**config.mk**
```make
export PLATFORM = sky130hd
export DESIGN_NAME = lmi_ram
export DESIGN_NICKNAME = d
export VERILOG_FILES = /design/src/rtl/lmi_ram.sv
export SDC_FILE = /design/constraint.sdc
export NUM_CORES = 1
export LEC_CHECK = 0
export BUFFER_PORTS_ARGS = -buffer_cell sky130_fd_sc_hd__buf_2
export CORE_ASPECT_RATIO = 0.6
export CORE_UTILIZATION = 50
export DETAILED_ROUTE_END_ITERATION = 16
export PLACE_DENSITY = 0.65
export SLEW_MARGIN = 20
export SYNTH_ARGS = -nofsm -noshare
export SYNTH_HDL_FRONTEND = slang
export SYNTH_SLANG_ARGS = --single-unit
```
**constraint.sdc**
```tcl
create_clock -name clk -period 10.5 [get_ports clk]
set_clock_uncertainty 0.2 [all_clocks]
set_input_delay 2.1 -clock clk [delete_from_list [all_inputs] [get_ports clk]]
set_output_delay 2.1 -clock clk [all_outputs]
set_load 0.03 [all_outputs]
```
**src/rtl/lmi_ram.sv**
```systemverilog
// Generic single-write, single-read synchronous RAM with registered read.
// No dependencies.
`timescale 1ns / 1ps
`default_nettype none
module lmi_ram #(
  parameter int WIDTH = 48,
  parameter int DEPTH = 12
) (
  input  wire logic                     clk,
  input  wire logic                     we,
  input  wire logic [$clog2(DEPTH)-1:0] waddr,
  input  wire logic [WIDTH-1:0]         wdata,
  input  wire logic                     re,
  input  wire logic [$clog2(DEPTH)-1:0] raddr,
  output logic      [WIDTH-1:0]         rdata
);

  logic [WIDTH-1:0] mem [DEPTH];

  always_ff @(posedge clk) begin
    if (we) begin
      mem[waddr] <= wdata;
    end
    if (re) begin
      rdata <= mem[raddr];
    end
  end

endmodule
`default_nettype wire

```
After elaboration in Yosys (flattened, before gate mapping)
Memory sizes are Yosys's and may differ from the RTL's. A register that Yosys moved wholly into a read port is not among the register bits.
Cells that the tools add are included.
{"block": "word_totals", "register_bits": 0, "ramBits": 576, "word_cells": 3, "n_memories": 1}
{"block": "op_classes", "muxes": 2}
{"name": "mem", "words": 12, "width": 48, "read_ports": 1, "rd_ports_with_merged_regs": 1, "wr": 1, "line_no": "18", "rtl": "logic [WIDTH-1:0] mem [DEPTH];"}
{"operator": "$mux W1", "n": 2}

Depth between registers and ports, before layout
{"block": "logic_depth", "word_depth": 2, "ltp_mapped": 6}

Worst setup path before layout
OpenSTA, ideal clock, no wires.
{"block": "synth_timing", "path_kind": "input port to flip-flop", "start": "input waddr[3]", "end": "memory mem[0][0], enable pin", "setup_time_ps": 513, "arrival_ps": 5891, "t_required_ps": 9787, "slack_ps": 3896, "path_stages": 2, "n_path_buf": 0, "cell_sequence": "or3b_2 nor3_1"}
{"element": "start, declared", "line_no": "11", "rtl": "input wire logic [$clog2(DEPTH)-1:0] waddr,"}
{"element": "end, declared", "line_no": "18"}
Straight into the memory's write port.

==> tab_implementation.tex <==
\begin{tabular}{lr}
\hline
Metric & Value \\
\hline
\multicolumn{2}{l}{\textbf{Outcome}} \\
\quad Status & completed \\
\multicolumn{2}{l}{\textbf{Routing}} \\
\quad Final antenna-violating net count & 0 \\
\quad DR DRC count & 0 \\
\quad Wirelength, routed & 46300 um \\
\quad Total vias in the final route & 10300 \\
\quad Initial DRC Count & 790 \\
\quad Average via count per standard cell & 5.80 \\
\quad Routed WL per cell & 26.2 um \\
\quad First-pass DRT Iterations & 5 \\
\multicolumn{2}{l}{\textbf{Place}} \\
\quad HPWL reported at the end of detailed placement & 20400 um \\
\quad Dpl ws & 5.43 ns \\
\quad Routability congestion estimate from global placement & 0.689 \\
\quad Instance area at placement & 24300 sq um \\
\quad Count of port buffers added during placement & 106 \\
\multicolumn{2}{l}{\textbf{Setup path}} \\
\quad CP Data Arrival Time & 4.56 ns \\
\quad Required time at the worst-slack endpoint & 10.57 ns \\
\quad Buffer and inverter count on the worst path & 2 \\
\quad Slowest Stage Delay on Critical Path & 0.77 ns \\
\quad Kind of cell adding the most delay to the critical path & buffers and inverters \\
\quad Endpoint type of the worst setup path & flip-flop \\
\quad Cell-by-cell trace of the critical path & buf\_8 > buf\_12 > mux4\_2 > a22oi\_1 > o221ai\_1 \\
\quad Type of the worst setup path & primary input to flip-flop \\
\quad Cell with the largest stage delay on the worst path & sky130\_fd\_sc\_hd\_\_buf\_12 \\
\quad Startpoint type of the worst setup path & primary input \\
\quad Crit-path max FO & 133 \\
\multicolumn{2}{l}{\textbf{Floorplanning}} \\
\quad Initial Util & 51.1\% \\
\quad Standard-cell row count & 60 \\
\quad Io pins & 107 \\
\quad Die height & 168 um \\
\quad Area of the placeable core & 45100 sq um \\
\quad Area enclosed by the die boundary & 47000 sq um \\
\quad Width of the chip & 279 um \\
\multicolumn{2}{l}{\textbf{CTS}} \\
\quad Clock slew seen by the registers of the worst setup and hold paths & 0.06 ns \\
\quad Cts bufs inserted & 53 \\
\quad Number of buffers inserted for hold repair after clock tree synthesis & 0 \\
\quad Number of buffers between clock root and the deepest sink & 3 \\
\quad Clock net sink count & 624 \\
\quad Master cell of the clock root buffer & sky130\_fd\_sc\_hd\_\_clkbuf\_16 \\
\quad Clock tree from TritonCTS & yes \\
\quad Clock network latency to the later pin of the worst-skew pair & 0.58 ns \\
\quad Depth of the CTS H-tree & 2 \\
\quad Post CTS Setup Buffer Count & 0 \\
\quad Post\_cts resized & 0 \\
\multicolumn{2}{l}{\textbf{Global routing}} \\
\quad Maximum number of pins on one net before global-route repair & 134 \\
\quad Met3 track demand over resource & 3.68\% \\
\quad Met2 Use GR & 33.6\% \\
\quad Vias in the first global route & 10600 \\
\quad First-pass GRT wire length & 69100 um \\
\quad Initial antenna violation count & 5 \\
\quad Global route total overflow & 0 \\
\quad Global-route usage over all layers & 20.2\% \\
\quad Busiest layer in global routing & met2 \\
\quad Met1 capacity usage during global routing & 28.2\% \\
\multicolumn{2}{l}{\textbf{Power and ir drop}} \\
\quad Sw Share & 20.4\% \\
\quad Logic gate share of total power & 5.2\% \\
\quad Cell leakage power & 8.41 nW \\
\quad Worst IR Drop VDD & 0.125 mV \\
\quad PwrDens & 191 nW/um\^{}2 \\
\quad Cell internal power dissipation & 3.95 mW \\
\quad Share of total power in sequential cells & 56.9\% \\
\quad Clock power frac & 37.9\% \\
\quad Net switching power & 1.01 mW \\
\multicolumn{2}{l}{\textbf{Cells and area}} \\
\quad Final design instance area without fill & 26000 sq um \\
\quad Most frequent standard cell in the layout excluding fill and tap cells & sky130\_fd\_sc\_hd\_\_edfxtp\_1 \\
\quad Area growth from synthesis to layout & 12.7\% \\
\quad Most used cells in the layout excluding fill and tap cells & sky130\_fd\_sc\_hd\_\_edfxtp\_1 (624), sky130\_fd\_sc\_hd\_\_buf\_2 (104), sky130\_fd\_sc\_hd\_\_mux2i\_1 (96), sky130\_fd\_sc\_hd\_\_mux4\_2 (96), sky130\_fd\_sc\_hd\_\_clkbuf\_16 (55) \\
\quad Proportion of layout cells with a drive suffix above 1 & 26.4\% \\
\quad Nets & 1172 \\
\multicolumn{2}{l}{\textbf{Timing}} \\
\quad RSZ-0062 raised after global routing & false \\
\quad Fin crit period & 4.48 ns \\
\quad Tightest slew margin relative to the limit & 27.2\% \\
\quad Max Transition Viols Final & 0 \\
\quad Setup\_tns & 0 ns \\
\quad Number of setup violations in the final report & 0 \\
\quad Actual slew at the worst max-slew pin & 1.09 ns \\
\quad Setup slack after layout & 6.02 ns \\
\quad Final period utilization & 42.7\% \\
\quad Final hold violation count & 0 \\
\quad Highest Clock Rate & 0.223 GHz \\
\multicolumn{2}{l}{\textbf{Synth}} \\
\quad Count of mapped cells out of synthesis & 986 \\
\quad Mapped cell area & 23000 sq um \\
\quad Synth unique cells & 18 \\
\quad Portion of the post-synthesis area used by sequential elements & 81.3\% \\
\quad Average cell area after synthesis & 23.4 sq um \\
\quad Total of flip-flops plus latches after synthesis & 624 \\
\quad Count of warnings emitted by yosys & 0 \\
\quad Net Count, Synth & 1045 \\
\multicolumn{2}{l}{\textbf{Hold path}} \\
\quad Class of the tightest hold or removal check & flip-flop to flip-flop \\
\multicolumn{2}{l}{\textbf{Flow run}} \\
\quad Max\_cap viols & 0 \\
\hline
\end{tabular}
kinds of logic after synthesis:
group           share of synthesized area (%)
simple gates                            0.473
mux                                      13.6
flops                                    81.3
compound gates                           3.39
buf+inv                                  1.25
final cells by class:
class / instances / area [sq um]
Fill cell: 3271 / 19200
Sequential cell: 624 / 18700
Multi-Input combinational cell: 310 / 4120
Clock buffer: 68 / 1430
Tap cell: 620 / 776
Timing Repair Buffer: 124 / 694
Clock inverter: 23 / 206
Antenna cell: 2 / 5.00
per-layer routing:
metal  part of all wire [%]  vias up
met5                   0.11        -
met2                     50      238
met1                     43     5477
met4                    1.5        8
li1                       -     4488
met3                    5.2       69
Yosys cell counts:
cell	instances	share of area, %
sky130_fd_sc_hd__mux2i_1	96	4.2
sky130_fd_sc_hd__buf_4	6	0.20
sky130_fd_sc_hd__buf_2	8	0.17
sky130_fd_sc_hd__nand2_1	2	0.033
sky130_fd_sc_hd__edfxtp_1	624	81
sky130_fd_sc_hd__or3b_2	1	0.038
sky130_fd_sc_hd__nor2_1	10	0.16
sky130_fd_sc_hd__nor2b_1	1	0.027
sky130_fd_sc_hd__nand2b_1	3	0.081
sky130_fd_sc_hd__a22oi_1	48	1.6
sky130_fd_sc_hd__clkbuf_4	2	0.065
sky130_fd_sc_hd__mux4_2	96	9.4
sky130_fd_sc_hd__buf_1	2	0.033
sky130_fd_sc_hd__buf_6	7	0.34
sky130_fd_sc_hd__nand3b_1	2	0.065
sky130_fd_sc_hd__nor3_1	3	0.065
sky130_fd_sc_hd__clkbuf_1	27	0.44
sky130_fd_sc_hd__o221ai_1	48	1.8
sequential cells by signal (all words and copies together) (netlist names):
register and cells:
mem 576, rdata 48
worst reg2reg max path, stage by stage (launching register included):
cell and delay [ns]:
sky130_fd_sc_hd__edfxtp_1 0.38, sky130_fd_sc_hd__mux4_2 0.46, sky130_fd_sc_hd__a22oi_1 0.20, sky130_fd_sc_hd__o221ai_1 0.21
through the flow:
stage	hold WS, ns	util [%]	cells	total power [mW]
2_1_floorplan	0.407	-	986	3.04
3_3_place_gp	0.415	53.9	1678	3.13
3_5_place_dp	0.424	53.9	1678	3.14
4_1_cts	0.440	57.5	1769	5.01
5_1_grt	0.463	57.5	1770	5.12
6_report	0.437	57.5	1771	4.96
final timing paths:
kind	start	endpoint	slack (ns)	cells after the start
worst max-delay path	raddr[0]	rdata[31]	6.02	5
worst min-delay path	mem[8][38]	rdata[38]	0.44	2
worst max register to register	mem[6][45]	rdata[45]	8.74	3
worst min register to register	mem[8][38]	rdata[38]	0.44	2
power groups by stage:
stage / Combinational (mW) / Sequential (mW) / Clock (mW)
after floorplan: 0.130 / 2.91 / 0
after global placement: 0.257 / 2.88 / 0
after detailed placement: 0.262 / 2.88 / 0
after CTS: 0.262 / 2.83 / 1.92
after global routing: 0.278 / 2.83 / 2.02
final: 0.257 / 2.82 / 1.88
Note: power is estimated with default switching activity, not from simulation.
