<file path="config.mk">
export PLATFORM = sky130hd
export DESIGN_NAME = lmi_div
export DESIGN_NICKNAME = d
export VERILOG_FILES = /design/src/rtl/lmi_pkg.sv /design/src/rtl/lmi_div.sv
export SDC_FILE = /design/constraint.sdc
export NUM_CORES = 1
export LEC_CHECK = 0
export BUFFER_PORTS_ARGS = -buffer_cell sky130_fd_sc_hd__buf_2
export CAP_MARGIN = 25
export CORE_ASPECT_RATIO = 1.1
export CORE_MARGIN = 3
export CORE_UTILIZATION = 55
export DETAILED_ROUTE_END_ITERATION = 10
export PLACE_DENSITY = 0.8
export SLEW_MARGIN = 30
export SYNTH_ARGS = -nofsm -noshare
export SYNTH_HDL_FRONTEND = slang
export SYNTH_SLANG_ARGS = --single-unit
</file>
<file path="constraint.sdc">
create_clock -name clk -period 4.35 [get_ports clk]
set_input_delay 0.2175 -clock clk [delete_from_list [all_inputs] [get_ports clk]]
set_output_delay 0.2175 -clock clk [all_outputs]
set_load 0.01 [all_outputs]
</file>
<file path="src/rtl/lmi_pkg.sv">
// Shared types, codes and constants for the leg motion interpolator.
// No dependencies; every other file of the block but lmi_ram imports this package.
`timescale 1ns / 1ps
`default_nettype none
package lmi_pkg;

  localparam int NUM_LIMBS_DEF = 4;

  localparam logic [1:0] KIND_TICK  = 2'd0;
  localparam logic [1:0] KIND_MOVE  = 2'd1;
  localparam logic [1:0] KIND_PLACE = 2'd2;

  localparam logic [1:0] CFG_STEP_SPEED = 2'd0;
  localparam logic [1:0] CFG_HIP_OFFSET = 2'd1;
  localparam logic [1:0] CFG_MIRROR     = 2'd2;
  localparam logic [1:0] CFG_FLIP       = 2'd3;

  localparam int ANG90  = 5760;
  localparam int ANG180 = 11520;

  // iterative unit widths
  localparam int SQ_IN_W   = 34;
  localparam int SQ_OUT_W  = 17;
  localparam int DIV_NUM_W = 30;
  localparam int DIV_DEN_W = 18;
  localparam int CD_IN_W   = 18;
  localparam int CD_W      = 34;
  localparam int CD_Z_W    = 32;

  typedef logic signed [15:0] pos_t;

  typedef struct packed {
    pos_t cur;
    pos_t tgt;
    pos_t step;
  } entry_t;

  // atan(2^-i) in 1/65536 degree
  function automatic logic signed [CD_Z_W-1:0] atan_step(input logic [3:0] i);
    logic signed [CD_Z_W-1:0] v;
    case (i)
      4'd0:    v = 32'sd2949120;
      4'd1:    v = 32'sd1740967;
      4'd2:    v = 32'sd919879;
      4'd3:    v = 32'sd466945;
      4'd4:    v = 32'sd234379;
      4'd5:    v = 32'sd117304;
      4'd6:    v = 32'sd58666;
      4'd7:    v = 32'sd29335;
      4'd8:    v = 32'sd14668;
      4'd9:    v = 32'sd7334;
      4'd10:   v = 32'sd3667;
      4'd11:   v = 32'sd1833;
      4'd12:   v = 32'sd917;
      4'd13:   v = 32'sd458;
      4'd14:   v = 32'sd229;
      default: v = 32'sd115;
    endcase
    return v;
  endfunction

endpackage
`default_nettype wire

</file>
<file path="src/rtl/lmi_div.sv">
// Restoring unsigned divider, one quotient bit per cycle.
// Depends on lmi_pkg for widths.
`timescale 1ns / 1ps
`default_nettype none
module lmi_div import lmi_pkg::*; (
  input  wire logic                 clk,
  input  wire logic                 rst,
  input  wire logic                 start,
  input  wire logic [DIV_NUM_W-1:0] num,
  input  wire logic [DIV_DEN_W-1:0] den,
  output logic                      busy,
  output logic                      done,
  output logic [DIV_NUM_W-1:0]      quot
);

  logic [DIV_DEN_W-1:0] rem;
  logic [DIV_DEN_W-1:0] dreg;
  logic [4:0]           cnt;
  logic [DIV_DEN_W:0]   r2;

  assign r2 = {rem, quot[DIV_NUM_W-1]};

  always_ff @(posedge clk) begin
    if (rst) begin
      busy <= 1'b0;
      done <= 1'b0;
    end else begin
      done <= 1'b0;
      if (start) begin
        busy <= 1'b1;
        cnt  <= 5'(DIV_NUM_W - 1);
        quot <= num;
        rem  <= '0;
        dreg <= den;
      end else if (busy) begin
        // quotient bits shift in where numerator bits shift out
        if (r2 >= {1'b0, dreg}) begin
          rem  <= DIV_DEN_W'(r2 - {1'b0, dreg});
          quot <= {quot[DIV_NUM_W-2:0], 1'b1};
        end else begin
          rem  <= r2[DIV_DEN_W-1:0];
          quot <= {quot[DIV_NUM_W-2:0], 1'b0};
        end
        if (cnt == 5'd0) begin
          busy <= 1'b0;
          done <= 1'b1;
        end
        cnt <= cnt - 5'd1;
      end
    end
  end

endmodule
`default_nettype wire

</file>
Word-level counts from Yosys, hierarchy flattened --
Cells that the tools add are included.
Cells by class: mux-type cells 10, shifts and indexed selects 0, bitwise gates (word level) 2, divide/modulo/power cells 0, equality and inequality tests 0, $add $sub $neg 2, reductions and logical operators 5, order comparisons 1, multipliers 0
Operator list (number):
- $mux W30 | 2
- $mux W18 | 2
- $ge A19 B18 Y1 | 1
- $sub A18 B18 Y18 | 1
- $logic_not A5 Y1 | 1
- $mux W1 | 5
- $mux W5 | 1
- $sub A5 B1 Y5 const B | 1
- $reduce_and A2 Y1 | 2
- $reduce_or A3 Y1 | 1
- $not A1 Y1 | 2
- $reduce_bool A2 Y1 | 1
Storage, ports and cells: RAM bits 0, word-level logic and storage cells 26, bits in latches 0, bits in read-only memories 0, register bits 73, output and inout port bits 32, input port bits 51, memories 0

Depth between registers and ports, before layout --
depth after elaboration 4, mapped depth 11, gate-level depth less buffers 11

Worst setup path after synthesis --
No wires, ideal clock.
kind input-to-reg, from input start, to register cnt[0], enable pin, library setup time 0.464 ns, required time 3.886 ns, path slack 0.910 ns, cell stages on the path 4, data arrival time 2.976 ns, path buffers 2, cells stage by stage clkbuf_1 clkbuf_1 nor2_1 nor2_1
On the way: longest elaborated chain between the ends 2
RTL lines:
- from (decl) | RTL line lmi_div.sv:8 | input wire logic start,
- $reduce_bool A2 Y1 (no source line)
- $reduce_and A2 Y1 (no source line)
- to (signal assigned) | RTL line lmi_div.sv:31 | cnt <= 5'(DIV_NUM_W - 1);
- to (signal assigned) | RTL line lmi_div.sv:48 | cnt <= cnt - 5'd1;
- to (decl) | RTL line lmi_div.sv:18 | logic [4:0] cnt;
Every way passes these cells. A chain may end at the register's enable or synchronous reset.

Worst setup path after layout --
from register rem[13], to register rem[4] (data pin)
On the way: longest elaborated chain between the ends 3
RTL lines:
- from (decl) | RTL line lmi_div.sv:16 | logic [DIV_DEN_W-1:0] rem;
- from (signal assigned) | RTL line lmi_div.sv:38 | rem <= DIV_DEN_W'(r2 - {1'b0, dreg});
- from (signal assigned) | RTL line lmi_div.sv:41 | rem <= r2[DIV_DEN_W-1:0];
- $ge A19 B18 Y1 | RTL line lmi_div.sv:37 | if (r2 >= {1'b0, dreg}) begin
- $mux W18 | RTL line lmi_div.sv:37
- $mux W18 | RTL line lmi_div.sv:35 | end else if (busy) begin
Every way passes these cells. The select of a mux whose other input is x is not followed.

==> impl_metrics.yaml <==
final_layout:
  regArea_um2: 2170
  fillers: 524
  antennaDiodeCount: 0
  drive_gt1_share_pct: 33.3
  num-nets-final: 471
  multi_input_area_um2: 1600
  area_growth_pct: 17.1
  final_area_um2: 4610
synthesis:
  synth.net_count: 389
  ys_warn_count: 0
  ys_ff_latch: 73
  synth_area_um2: 3930
  ys_seq_area_share_pct: 55.2
  avgSynthCellArea_um2: 12.4
  ys_types: 45
  synthArstFlopShare_pct: 0
  synth_ff_type: "edfxtp_1"
  synth_edf_count: 71
  synth_cells: 318
global_routing:
  grt_pass1_wl_um: 13400
  grt_pass1_vias: 2861
  globalRouteTotalUtil_pct: 21.1
  grt_max_degree: 50
  overflow: 0
  grt_antenna_before_repair: 0
detailed_routing:
  routed_wirelength_um: 8120
  drtIter0Drc: 170
  route.detailed.drc: 0
  wl_per_cell_um: 16.7
  antenna_left: 0
  via_per_inst: 5.62
  drt_first_pass_iters: 4
  via_count: 2735
power_and_ir_drop:
  power_density_nw_per_um2: 407
  leakagePower_nw: 1.89
  irDropWorstVdd_mv: 0.241
timing:
  tightest_slew_ns: 0.916
  finalHoldViolCount: 0
  clock.fmax_mhz: 320
  rsz0062_at_grt: "false"
  setup_tns_ns: 0
  fin_skew_ns: 0.00966
  slew_viol_final: 0
  setup_viol: 0
  fin_crit_ns: 3.12
  fin_crit_sh_pct: 71.8
  slew_headroom_pct: 38.8
die:
  io_pins: 83
  die_x_um: 86.6
  die-area_um2: 8200
  row_count: 31
  dieHeight_um: 94.7
  start_util_pct: 58.3
  core_area_um2: 6750
worst_setup_path:
  r2r_slack_ns: 1.23
  crit_arrival_ns: 3.21
  critPathLaunchType: "register"
  rr_worst_depth: 8
  reg2reg_to: "rem[4]"
  crit_path_end_kind: "register"
  rr_startpoint: "rem[13]"
  crit_required_ns: 4.43
  worstPathMaxFanout: 22
  path_class: "reg -> reg"
cts:
  cts_hold_buf: 0
  ctsHtreeMaxLevel: 3
  cts_tree: "done"
  cts-root-buf: "clkbuf_8"
  post_cts_buffers: 0
  clk_pin_slew_ns: 0.08
  cts-buffers-inserted: 9
  cts_max_path_buffers: 2
  clock_sinks: 73
  worstSkewPairLatency_ns: 0.35
  ctsResizeCount: 0
place:
  portBuffers: 82
  gp_congestion: 0.895
  placed_area_um2: 4390
  dp_hpwl_um: 5640
job:
  maxCapViolCount: 0
outcome:
  outcome: "finished clean"
hold_path:
  min_from: "den[8]"
  hp-class: "in -> reg"
  min_path_cells: 1
  min_to: "dreg[8]"
[worst max path at each step]
stage / start / endpoint / slack (ns) / depth (start not counted)
finish: rem[13] / rem[4] / 1.23 / 8
global route: rem[13] / rem[7] / 1.08 / 8
CTS: rem[13] / rem[4] / 1.25 / 8
detailed placement: rem[13] / rem[11] / 1.27 / 8
global placement: rem[13] / rem[12] / 1.34 / 8
floorplan: start / cnt[0] / 0.91 / 4
[cell usage in the layout, fill, tap and decap left out, types with 3 or more instances in the layout]
master    count
buf_2        82
edfxtp_1     71
mux2_2       29
nor2_1       26
inv_1        23
a21oi_1      20
ha_1         19
nand2_1      17
mux2i_1      14
o21ai_0      10
xnor2_1       9
clkbuf_8      9
xor2_1        8
a211oi_1      5
nor3_1        4
nand2b_1      4
o211ai_1      4
nand4_1       4
nand3_1       4
and4_1        3
a21o_1        3
buf_4         3
[Yosys cell counts, types with 2 or more instances]
cell       n  area (µm²)
edfxtp_1  71        2130
buf_1      4        15.0
a21o_1     3        22.5
inv_1     23        86.3
a211oi_1   5        37.5
dfxtp_1    2        40.0
nand2b_1   4        25.0
nor2b_1    2        12.5
o21ai_0   10        50.1
nand4_1    4        25.0
xor2_1     8        70.1
buf_6      2        22.5
nor2_1    27         101
a21oi_1   20         100
o21bai_1   2        15.0
nand2_1   17        63.8
clkbuf_1   4        15.0
nand3_1    4        20.0
ha_1      19         238
and4_1     3        26.3
xnor2_1    9        78.8
mux2i_1   14         140
mux2_2    29         327
nor3_1     4        20.0
o211ai_1   4        30.0
o21a_1     2        15.0
buf_2      3        15.0
a21oi_4    2        32.5
[per-stage QoR]
| stage | worst slack, ns | utilization [%] | hold slack, ns | total power, mW | instances |
|---|---|---|---|---|---|
| final | 1.23 | 68.2 | 0.0374 | 1.87 | 487 |
| after global routing | 1.08 | 68.2 | 0.0238 | 1.96 | 487 |
| after CTS | 1.25 | 68.2 | 0.0221 | 1.88 | 487 |
| after detailed placement | 1.27 | 65.1 | 0.396 | 1.30 | 471 |
| after global placement | 1.34 | 65.1 | 0.394 | 1.28 | 471 |
| after floorplan | 0.910 | - | 0.290 | 1.20 | 318 |
[cells by family after synthesis]
| family | count (synthesis) | share of synthesized area (%) |
|---|---|---|
| compound gates | 58 | 9.83 |
| xor+xnor | 17 | 3.79 |
| fa+ha+maj | 20 | 6.55 |
| buf+inv | 37 | 4.29 |
| flops | 73 | 55.2 |
| mux | 43 | 11.9 |
| simple gates | 70 | 8.43 |
[registers in the layout, indices dropped and copies added, names as in the netlist]
name,flops
cnt,5
done,1
dreg,18
quot,30
busy,1
rem,18
[routing by layer]
metal,GRT usage [%],vias to the layer above,part of all wire (%)
met4,7.79,0,1.7
li1,-,1337,-
met3,6.63,12,7.0
met1,26.7,1301,42
met2,34.1,85,49
met5,0,-,0
[where the power goes]
part           switching, mW  internal (mW)
combinational          0.234          0.183
clock                  0.263          0.324
sequential            0.0263          0.843
[area by class of cell]
type | instances | share of cell area, %
flip-flops and latches | 73 | 47.2
clock buffers | 11 | 2.85
well taps | 82 | 2.23
repair buffers | 85 | 9.40
clock inverters | 5 | 1.77
inverters | 23 | 1.87
multi-input cells | 208 | 34.7
[critical path, cell delays in order (launching register included)]
cell and delay, ns:
edfxtp_1 0.40, ha_1 0.43, a21oi_4 0.21, o21ai_2 0.10, o21a_1 0.20, or4_4 0.50, a21oi_4 0.66, mux2i_1 0.30
nor2_1 0.07
Note: power is estimated with default switching activity, not from simulation.
