**src/rtl/lmi_pkg.sv**
```systemverilog
// Shared types, codes and constants for the leg motion interpolator.
// No dependencies; every other file of the block but lmi_ram imports this package.
`timescale 1ns / 1ps
`default_nettype none
package lmi_pkg;

  localparam int NUM_LIMBS_DEF = 4;

  localparam logic [1:0] KIND_TICK  = 2'd0;
  localparam logic [1:0] KIND_MOVE  = 2'd1;
  localparam logic [1:0] KIND_PLACE = 2'd2;

  localparam logic [1:0] CFG_STEP_SPEED = 2'd0;
  localparam logic [1:0] CFG_HIP_OFFSET = 2'd1;
  localparam logic [1:0] CFG_MIRROR     = 2'd2;
  localparam logic [1:0] CFG_FLIP       = 2'd3;

  localparam int ANG90  = 5760;
  localparam int ANG180 = 11520;

  // iterative unit widths
  localparam int SQ_IN_W   = 34;
  localparam int SQ_OUT_W  = 17;
  localparam int DIV_NUM_W = 30;
  localparam int DIV_DEN_W = 18;
  localparam int CD_IN_W   = 18;
  localparam int CD_W      = 34;
  localparam int CD_Z_W    = 32;

  typedef logic signed [15:0] pos_t;

  typedef struct packed {
    pos_t cur;
    pos_t tgt;
    pos_t step;
  } entry_t;

  // atan(2^-i) in 1/65536 degree
  function automatic logic signed [CD_Z_W-1:0] atan_step(input logic [3:0] i);
    logic signed [CD_Z_W-1:0] v;
    case (i)
      4'd0:    v = 32'sd2949120;
      4'd1:    v = 32'sd1740967;
      4'd2:    v = 32'sd919879;
      4'd3:    v = 32'sd466945;
      4'd4:    v = 32'sd234379;
      4'd5:    v = 32'sd117304;
      4'd6:    v = 32'sd58666;
      4'd7:    v = 32'sd29335;
      4'd8:    v = 32'sd14668;
      4'd9:    v = 32'sd7334;
      4'd10:   v = 32'sd3667;
      4'd11:   v = 32'sd1833;
      4'd12:   v = 32'sd917;
      4'd13:   v = 32'sd458;
      4'd14:   v = 32'sd229;
      default: v = 32'sd115;
    endcase
    return v;
  endfunction

endpackage
`default_nettype wire

```
**src/rtl/lmi_sqrt.sv**
```systemverilog
// Iterative integer square root, two radicand bits per cycle.
// Depends on lmi_pkg for widths.
`timescale 1ns / 1ps
`default_nettype none
module lmi_sqrt import lmi_pkg::*; (
  input  wire logic                clk,
  input  wire logic                rst,
  input  wire logic                start,
  input  wire logic [SQ_IN_W-1:0]  radicand,
  output logic                     busy,
  output logic                     done,
  output logic [SQ_OUT_W-1:0]      root
);

  logic [SQ_IN_W-1:0]  v;
  logic [20:0]         rem;
  logic [4:0]          cnt;
  logic [20:0]         r2;
  logic [20:0]         trial;

  assign r2    = {rem[18:0], v[SQ_IN_W-1 -: 2]};
  assign trial = {2'b00, root, 2'b01};

  always_ff @(posedge clk) begin
    if (rst) begin
      busy <= 1'b0;
      done <= 1'b0;
    end else begin
      done <= 1'b0;
      if (start) begin
        busy <= 1'b1;
        cnt  <= 5'(SQ_OUT_W - 1);
        v    <= radicand;
        rem  <= '0;
        root <= '0;
      end else if (busy) begin
        v <= {v[SQ_IN_W-3:0], 2'b00};
        if (r2 >= trial) begin
          rem  <= r2 - trial;
          root <= {root[SQ_OUT_W-2:0], 1'b1};
        end else begin
          rem  <= r2;
          root <= {root[SQ_OUT_W-2:0], 1'b0};
        end
        if (cnt == 5'd0) begin
          busy <= 1'b0;
          done <= 1'b1;
        end
        cnt <= cnt - 5'd1;
      end
    end
  end

endmodule
`default_nettype wire

```
**config.mk**
```make
export PLATFORM = sky130hd
export DESIGN_NAME = lmi_sqrt
export DESIGN_NICKNAME = d
export VERILOG_FILES = /design/src/rtl/lmi_pkg.sv /design/src/rtl/lmi_sqrt.sv
export SDC_FILE = /design/constraint.sdc
export NUM_CORES = 1
export LEC_CHECK = 0
export ABC_AREA = 1
export BUFFER_PORTS_ARGS = -buffer_cell sky130_fd_sc_hd__buf_2
export CAP_MARGIN = 20
export CORE_ASPECT_RATIO = 0.6
export CORE_MARGIN = 1.5
export CORE_UTILIZATION = 55
export CTS_BUF_LIST = sky130_fd_sc_hd__clkbuf_16
export DETAILED_ROUTE_END_ITERATION = 10
export GPL_ROUTABILITY_DRIVEN = 0
export PLACE_DENSITY = 0.87
export SLEW_MARGIN = 20
export SYNTH_ARGS = -nofsm -noshare
export SYNTH_HDL_FRONTEND = slang
export SYNTH_SLANG_ARGS = --single-unit
```
**constraint.sdc**
```tcl
create_clock -name clk -period 6.74 [get_ports clk]
set_input_delay 0.674 -clock clk [delete_from_list [all_inputs] [get_ports clk]]
set_output_delay 0.674 -clock clk [all_outputs]
set_load 0.1 [all_outputs]
```
## Word level (Yosys, flattened, before mapping)

Cells that the tools add are included.

- Register bits: 77
- Bits of input ports: 37

- Add/subtract/negate cells: 2
- $lt $le $gt $ge: 1
- Multiplexer cells: 11
- Bitwise logic cells: 2
- Reduce and logical (&&, ||, !) cells: 4

Operators with widths:

| operator | count |
|---|---|
| 2-to-1 mux 34 bit | 2 |
| 2-to-1 mux 19 bit | 2 |
| >= comparator 21 x 19 -> 1 bit | 1 |
| subtractor 19 bit | 1 |
| 2-to-1 mux 17 bit | 1 |
| logical NOT 5 bit | 1 |
| 2-to-1 mux 1 bit | 5 |
| 2-to-1 mux 5 bit | 1 |
| subtractor 5 x 1 -> 5 bit, second input constant | 1 |
| OR reduction 3 bit | 1 |
| NOT 1 bit | 2 |
| AND reduction 2 bit | 1 |
| nonzero test 2 bit | 1 |

## Logic depth before layout (Yosys ltp)

Gate-level depths: netlist (run 1).

- Depth in word-level cells: 4
- Gate-level depth with buffers: 14
- Mapped depth without buffers: 13

## Worst setup path after synthesis (run 1)

No wires, ideal clock.

- Kind: reg2reg
- Start point: register busy
- End point: register busy
- Arrival time: 5.320 ns
- Required time: 6.665 ns
- Setup slack: 1.344 ns
- Cell stages (with the launch flop): 5
- Period minus slack after synthesis: 5.396 ns
- Cells stage by stage: dfxtp_1 -> inv_1 -> a21oi_1 -> o21ai_0 -> inv_1

- Cells in the longest elaborated chain, start to end: 2

RTL lines:

| what | RTL line | text |
|---|---|---|
| start, declared | lmi_sqrt.sv:10 | `output logic busy,` |
| start signal, assigned | lmi_sqrt.sv:26 | `busy <= 1'b0;` |
| start signal, assigned | lmi_sqrt.sv:31 | `busy <= 1'b1;` |
| start signal, assigned | lmi_sqrt.sv:46 | `busy <= 1'b0;` |
| 2-to-1 mux 1 bit | lmi_sqrt.sv:36 | `end else if (busy) begin` |
| 2-to-1 mux 1 bit | lmi_sqrt.sv:30 | `if (start) begin` |

No other way between the ends.
A chain may end at the register's enable or synchronous reset.

## Final worst setup path (run 1)

- Start point: input start
- End point: register rem[9], enable pin

- Cells in the longest elaborated chain, start to end: 2

RTL lines:

| what | RTL line | text |
|---|---|---|
| start, declared | lmi_sqrt.sv:8 | `input wire logic start,` |
| nonzero test 2 bit (no line) | - |  |
| AND reduction 2 bit (no line) | - |  |
| end signal, assigned | lmi_sqrt.sv:39 | `rem <= r2 - trial;` |
| end signal, assigned | lmi_sqrt.sv:42 | `rem <= r2;` |
| end, declared | lmi_sqrt.sv:16 | `logic [20:0] rem;` |

No other way between the ends.

==> results of run 1 <==
-- Yosys cell counts (2+ instances only) --
library cell / number / area share, %
ha_1: 20 / 5.5
nor2_2: 12 / 1.6
dfxtp_1: 2 / 0.88
xor2_1: 7 / 1.3
nor3_2: 2 / 0.44
clkbuf_1: 8 / 0.66
nor3_1: 2 / 0.22
buf_1: 2 / 0.16
nor2_1: 60 / 4.9
o21ai_0: 7 / 0.77
inv_2: 3 / 0.25
buf_6: 2 / 0.49
inv_1: 76 / 6.2
xnor2_1: 2 / 0.38
edfxtp_1: 75 / 49
nand3b_1: 6 / 0.99
or2_1: 2 / 0.27
a21oi_1: 16 / 1.8
nand2_1: 216 / 18
o21ai_1: 8 / 0.88
nand2_2: 5 / 0.68
nand3_1: 15 / 1.6
-- routing by layer --
metal / vias to the layer above / GRT usage (%) / wire (um)
li1: 1873 / - / -
met1: 1670 / 36.3 / 4820
met2: 166 / 35.7 / 4070
met3: 16 / 7.38 / 893
met4: 0 / 8.24 / 167
met5: - / 0 / 0
-- state kept, by name, indices dropped and copies added (netlist names) --
name,cells
v,34
root,17
rem,19
busy,1
done,1
cnt,5
-- final timing paths --
check,start,endpoint,slack (ps),cells past startpoint
worst max-delay path,start,rem[9],3090,5
worst min-delay path,v[16],v[18],510,2
worst max register to register,root[5],rem[2],4240,11
worst min register to register,v[16],v[18],510,2
-- stage by stage --
stage | power (mW) | worst slack [ps] | std cells | hold WS (ps)
4_1_cts | 1.41 | 3080 | 729 | 513
2_1_floorplan | 0.862 | 1340 | 562 | 487
3_5_place_dp | 0.932 | 2710 | 713 | 498
5_1_grt | 1.47 | 2770 | 729 | 543
3_3_place_gp | 0.920 | 2830 | 713 | 491
6_report | 1.41 | 3090 | 729 | 511
-- logic make-up (layout without fill, tap and decap cells) --
logic type	after synthesis	after routing	share of synthesized area (%)
AND/OR/NAND/NOR	327	327	30.0
buffers and inverters	95	154	8.63
flip-flops	77	77	50.2
AO/OA/AOI/OAI	34	34	3.94
adder cells (fa/ha/maj)	20	20	5.48
XOR/XNOR	9	9	1.73
-- cell type report --
| type | count | area share, % |
|---|---|---|
| clock buffers | 9 | 4.32 |
| clock inverters | 7 | 1.27 |
| inverters | 81 | 5.89 |
| multi-input cells | 390 | 36.3 |
| flip-flops and latches | 77 | 44.0 |
| well taps | 108 | 2.59 |
| repair buffers | 57 | 5.57 |
-- report_power, final --
group / switching (mW) / leakage (nW) / internal (mW) / total [mW]
Clock: 0.198 / 0.135 / 0.284 / 0.482
Sequential: 0.0160 / 0.744 / 0.573 / 0.589
Combinational: 0.241 / 1.70 / 0.101 / 0.341
-- placed cells by master, fill, tap and decap left out, types with 3 or more instances in the layout --
cell,count
o21ai_0,7
nand3_1,15
nand2_1,216
inv_2,3
clkbuf_16,9
o21ai_1,8
a21oi_1,15
buf_2,55
inv_1,76
nand2_2,5
xor2_1,7
clkinvlp_4,3
ha_1,20
nor2_1,60
edfxtp_1,75
nor2_2,12
nand3b_1,6
-- worst max-delay path: stages --
cell      delay, ps
buf_2           760
clkinv_1        410
buf_4           390
a21oi_4         670
buf_4           660
==> out/metrics.sh, run 1 <==
GRT.TOTAL_USAGE_PCT=24.9
SYN-MEAN-INSTANCE-AREA_UM2=8.13
SLEW_HEADROOM_PCT=32.4
GRT_FIRST_PASS_WIRELENGTH_MM=16.6
CRITICAL_PATH.MAX_FANOUT=58
POWER_LEAKAGE_nW=2.58
NUM_VIAS=3725
IO_PINS=56
WORST-ENDPOINT-ARRIVAL_PS=3630
LAYOUT.AREA.SEQ_UM2=2290
POSTSYNTH.TOPFLOPCELL='edfxtp_1'
CTS-ROOT-TO-SINK-BUFFERS=2
CELL_COUNT_AFTER_SYNTHESIS=562
WORSTMARGINPINSLEW_PS=1010
WL_MM=9.96
YS_SEQ_AREA_SHARE_PCT=50.2
CLOCK_SINK_COUNT=77
ROWS=25
CTS_TREE='built'
MULTI_INPUT_COMB_AREA_UM2=1890
GRT_ANTENNA_BEFORE_REPAIR=0
CORE_REGION_AREA_UM2=7980
YS_FF_LATCH=77
FLOORPLAN.INITIALDENSITY_PCT=57.3
OUTCOME='finished clean'
DP_HPWL_MM=7.00
POWER.DENSITY_CELL_AREA_nW_PER_UM2=271
ROUTE.ANTENNA.REMAINING_NETS=0
FINALCRITPERIODSHARE_PCT=54.1
FRACTION_OF_LAYOUT_CELLS_WITH_A_SIZE_SUFFIX_ABOVE_1_PCT=16.4
POSTLAYOUTCELLAREA_UM2=5210
CTS_POST_SETUP_BUFFERS_INSERTED=0
FILLCELLCOUNT=679
FINAL_CORE_UTILIZATION_PCT=65.3
ROUTE.DETAILED.WL_PER_INST_UM=13.7
DIEAREA_UM2=8880
STARTPOINT_TYPE='input pin'
FINCLKSKEW_PS=10.0
CLK_LAT_WORST_SKEW_PS=350
YOSYSWARNINGS=0
DRT-PASS1-ITER-COUNT=5
CTS-BUFFERS-INSERTED=9
HOLDCRITPATHCLASS='reg -> reg'
ACHIEVABLE-FREQUENCY_MHz=274
GRT_SETUP_UNREPAIRED='false'
SYNTH.CELL_AREA_UM2=4570
BUFFER_PORTS.INSERTED=55
CTS-HOLD-FIX-BUFFERS=0
SYNTH_ASYNC_SR_FLOP_SHARE_PCT=0
LAYOUT.NETS=673
PLACEMENT.CELL_AREA_UM2=4920
ANTENNADIODECOUNT=0
SLEW_VIOLATIONS=0
GRT_OVERFLOW=0
POST_CTS.RESIZED_INSTANCES=0
FINALWORSTPATHREQUIREDPERIOD_PS=3650
END_KIND='flip-flop'
DRT-INITIAL-DRC-COUNT=350
REPORT.FINAL.HOLD_VIOL_COUNT=0
MAXCAPVIOLATIONS=0
FINALSETUPVIOLCOUNT=0
FLOORPLAN.DIE.HEIGHT_UM=73.6
AREA_GROWTH_SYN_TO_LAYOUT_PCT=14.0
DETAIL_ROUTE.VIAS_PER_CELL=5.11
GRT_MAX_DEGREE=59
DIE_WIDTH_UM=121
TOTALNEGATIVESETUPSLACK_PS=0
SYNTH_ENABLE_FLOP_CELLS=75
CRITICAL_PATH_REQUIRED_PS=6720
SETUP.WORST_PATH.CLASS='in -> reg'
REMAINING_DRC_ERRORS=0
PATH_CLK_SLEW_PS=60
WORST_VDD_RAIL_IR_DROP_V=0.000173
ROOT_BUFFER='clkbuf_16'
NUMBER_OF_GLOBAL_ROUTE_VIAS_BEFORE_REPAIR=3433
SYNTHDISTINCTLIBCELLS=36
SYNTH_NETS=619
CTS-HTREE-LEVELS=3
(Power assumes the default switching activity.)
==> run 2, diff against run 1 <==
- ABC_AREA: 1 -> 0
- CORE_UTILIZATION: 55 -> 52
- clock period: 6.74 -> 3.02 ns (I/O delays scaled with it)
==> run 2 against run 1 <==
- non-clock buffer count grew 3
- final cell count decreased by 30%
- sequential cell count unchanged
- synthesized area is 11% lower
==> out/metrics.sh, run 2 <==
OUTCOME='finished clean'
CELL_COUNT_AFTER_SYNTHESIS=345  # -39%
FLOORPLAN.INITIALDENSITY_PCT=54.9  # -2.4 points
FINALCRITPERIODSHARE_PCT=89.9
WORST-ENDPOINT-ARRIVAL_PS=2800  # -830 ps
MOST-COMMON-LAYOUT-CELLS='edfxtp_1, nor2_1, buf_2'
END_KIND='flip-flop'
FLOORPLAN.DIE.HEIGHT_UM=71.7  # -2.6%
YOSYS_TOP_CELL_BY_AREA='edfxtp_1'
WORST_VDD_RAIL_IR_DROP_V=0.000347  # +100%
GRT_ANTENNA_BEFORE_REPAIR=0  # unchanged
BUFFER_PORTS.INSERTED=55  # unchanged
FINALSETUPVIOLCOUNT=0  # unchanged
REPORT.FINAL.HOLD_VIOL_COUNT=0  # unchanged
CTS_TREE='built'
CTS-HTREE-LEVELS=3  # unchanged
NUMBER_OF_GLOBAL_ROUTE_VIAS_BEFORE_REPAIR=2823  # -18%
PLACEMENT.CELL_AREA_UM2=4540  # -7.6%
SYN-MEAN-INSTANCE-AREA_UM2=11.8  # +46%
WORSTMARGINPINSLEW_PS=502  # -512 ps
REMAINING_DRC_ERRORS=0  # unchanged
ACHIEVABLE-FREQUENCY_MHz=368
CORE_REGION_AREA_UM2=7450  # -6.6%
YOSYSWARNINGS=0  # unchanged
LAYOUT.NETS=460  # -32%
LAYOUT.CELLS.MOST_COMMON='edfxtp_1'
SLEW_HEADROOM_PCT=66.7  # +34 points
CTS-HOLD-FIX-BUFFERS=0  # unchanged
POWER.DENSITY_CELL_AREA_nW_PER_UM2=639  # +140%
FINAL_CORE_UTILIZATION_PCT=64.8  # -0.48 points
ROUTE.ANTENNA.REMAINING_NETS=0  # unchanged
SETUP.WORST_PATH.CLASS='reg -> reg'
DIEAREA_UM2=8410  # -5.2%
FINCLKSKEW_PS=6.93  # -3.12 ps
FINALWORSTPATHREQUIREDPERIOD_PS=2720
GRT_MAX_DEGREE=76  # +29%
WL_MM=8.20  # -18%
ROOT_BUFFER='clkbuf_16'
CRITICAL_PATH.MAX_FANOUT=12  # -79%
GRT_OVERFLOW=0  # unchanged
CLK_LAT_WORST_SKEW_PS=340  # about the same
FILLCELLCOUNT=585  # -14%
GRT_FIRST_PASS_WIRELENGTH_MM=13.8  # -17%
ROUTE.DETAILED.WL_PER_INST_UM=16.1  # +18%
SYNTH.CELL_AREA_UM2=4090  # -11%
SLEW_VIOLATIONS=0  # unchanged
ANTENNADIODECOUNT=0  # unchanged
SYNTH_ASYNC_SR_FLOP_SHARE_PCT=0  # unchanged
FRACTION_OF_LAYOUT_CELLS_WITH_A_SIZE_SUFFIX_ABOVE_1_PCT=25.1  # +8.6 points
SYNTH_NETS=402  # -35%
DIE_WIDTH_UM=117  # -2.7%
POST-SYNTH-TOP-COUNT-CELL='edfxtp_1'
GRT_SETUP_UNREPAIRED='false'
GRT.TOTAL_USAGE_PCT=21.5  # -3.4 points
CTS-ROOT-TO-SINK-BUFFERS=2  # unchanged
CRITICAL_PATH_REQUIRED_PS=3100  # -3620 ps
MAXCAPVIOLATIONS=0  # unchanged
CLOCK_SINK_COUNT=77  # unchanged
SYNTH_ENABLE_FLOP_CELLS=75  # unchanged
LARGESTREGISTERS='v x34, rem x19, root x17'
DP_HPWL_MM=5.72  # -18%
POST_CTS.RESIZED_INSTANCES=0  # unchanged
DRT-PASS1-ITER-COUNT=5  # unchanged
ROWS=24  # -4.0%
HOLD_SLACK_PS=201  # -310 ps
DRT-INITIAL-DRC-COUNT=277  # -21%
NUM_VIAS=2833  # -24%
HOLDCRITPATHCLASS='in -> reg'
PATH_CLK_SLEW_PS=60  # about the same
LARGEST_REGISTER_FF_COUNT=34  # unchanged
YS_SEQ_AREA_SHARE_PCT=56.1  # +5.9 points
IO_PINS=56  # unchanged
POST_SYNTH_MOST_FREQUENT_CELLS='edfxtp_1, nor2_1, inv_1'
LARGEST_REGISTER='v'
YS_FF_LATCH=77  # unchanged
AREA_GROWTH_SYN_TO_LAYOUT_PCT=18.2
CTS-BUFFERS-INSERTED=9  # unchanged
POSTLAYOUTCELLAREA_UM2=4830  # -7.3%
SYNTHDISTINCTLIBCELLS=45  # +25%
SYNTH.TOP_CELLS.BY_AREA='edfxtp_1, ha_1, nor2_1, mux2_2, mux2_1'
STARTPOINT_TYPE='flip-flop'
DETAIL_ROUTE.VIAS_PER_CELL=5.54  # +8.5%
SYNTH_TOP_AREA_SHARE_PCT=55.1  # +5.8 points
CTS_POST_SETUP_BUFFERS_INSERTED=0  # unchanged
POWER_LEAKAGE_nW=1.97  # -24%
POSTSYNTH.TOPFLOPCELL='edfxtp_1'
-- run 2: cell count changes after synthesis, moves of 12 or more --
| cell | delta |
|---|---|
| mux2_2 | +20 |
| mux2_1 | +12 |
| nor2_2 | -12 |
| inv_1 | -52 |
| nand3_1 | -12 |
| xnor2_1 | +12 |
| nand2_1 | -205 |
-- run 2: final timing paths --
check / startpoint / endpoint / slack [ps] / cells after the start
max: root[0] / rem[2] / 300 / 11
min: rst / busy / 200 / 2
max reg2reg: root[0] / rem[2] / 300 / 11
min reg2reg: v[3] / v[5] / 520 / 1
-- run 2: cell type report --
class | count | area, um2 | area share [%]
inverter | 25 | 93.8 | 1.94
tap | 104 | 130 | 2.70
multi-input combinational | 230 | 1700 | 35.3
clock buffer | 9 | 225 | 4.67
sequential | 77 | 2290 | 47.5
timing repair buffer | 60 | 325 | 6.74
clock inverter | 6 | 57.6 | 1.19
-- run 2: report_power, final --
| group | switching, mW | internal, mW |
|---|---|---|
| registers | 0.0375 | 1.28 |
| clock network | 0.405 | 0.627 |
| logic | 0.457 | 0.275 |
-- run 2: stage by stage --
step / setup WS (ps) / cells / setup TNS (ps) / power, mW
after floorplan: -3.47 / 345 / -3.47 / 1.90
after global placement: 508 / 496 / 0 / 2.02
after detailed placement: 364 / 496 / 0 / 2.06
after CTS: 331 / 511 / 0 / 3.09
after global routing: 109 / 511 / 0 / 3.22
final: 305 / 511 / 0 / 3.09
-- run 2: cells by family after synthesis --
| logic type | after synthesis | synth area share [%] |
|---|---|---|
| AND/OR/NAND/NOR | 97 | 10.2 |
| flip-flops | 77 | 56.1 |
| AO/OA/AOI/OAI | 52 | 8.33 |
| multiplexers | 41 | 11.0 |
| buffers and inverters | 38 | 3.89 |
| XOR/XNOR | 20 | 4.29 |
| adder cells (fa/ha/maj) | 20 | 6.13 |
-- run 2: critical path, cell delays in order (launching register included) --
cell	delay, ps
edfxtp_1	380
inv_1	140
ha_4	230
o21ai_1	110
a21oi_1	150
o311ai_1	360
a31oi_1	210
a311oi_4	250
buf_4	250
nor2_1	70
a21oi_1	230
nor2_1	70
-- run 2: metal layers --
layer | vias up | part of all wire (%) | global-route usage [%]
met5 | - | 0 | 0
met4 | 0 | 2.0 | 7.41
met3 | 17 | 6.9 | 8.60
met2 | 102 | 45 | 33.3
met1 | 1356 | 46 | 27.8
li1 | 1358 | - | -
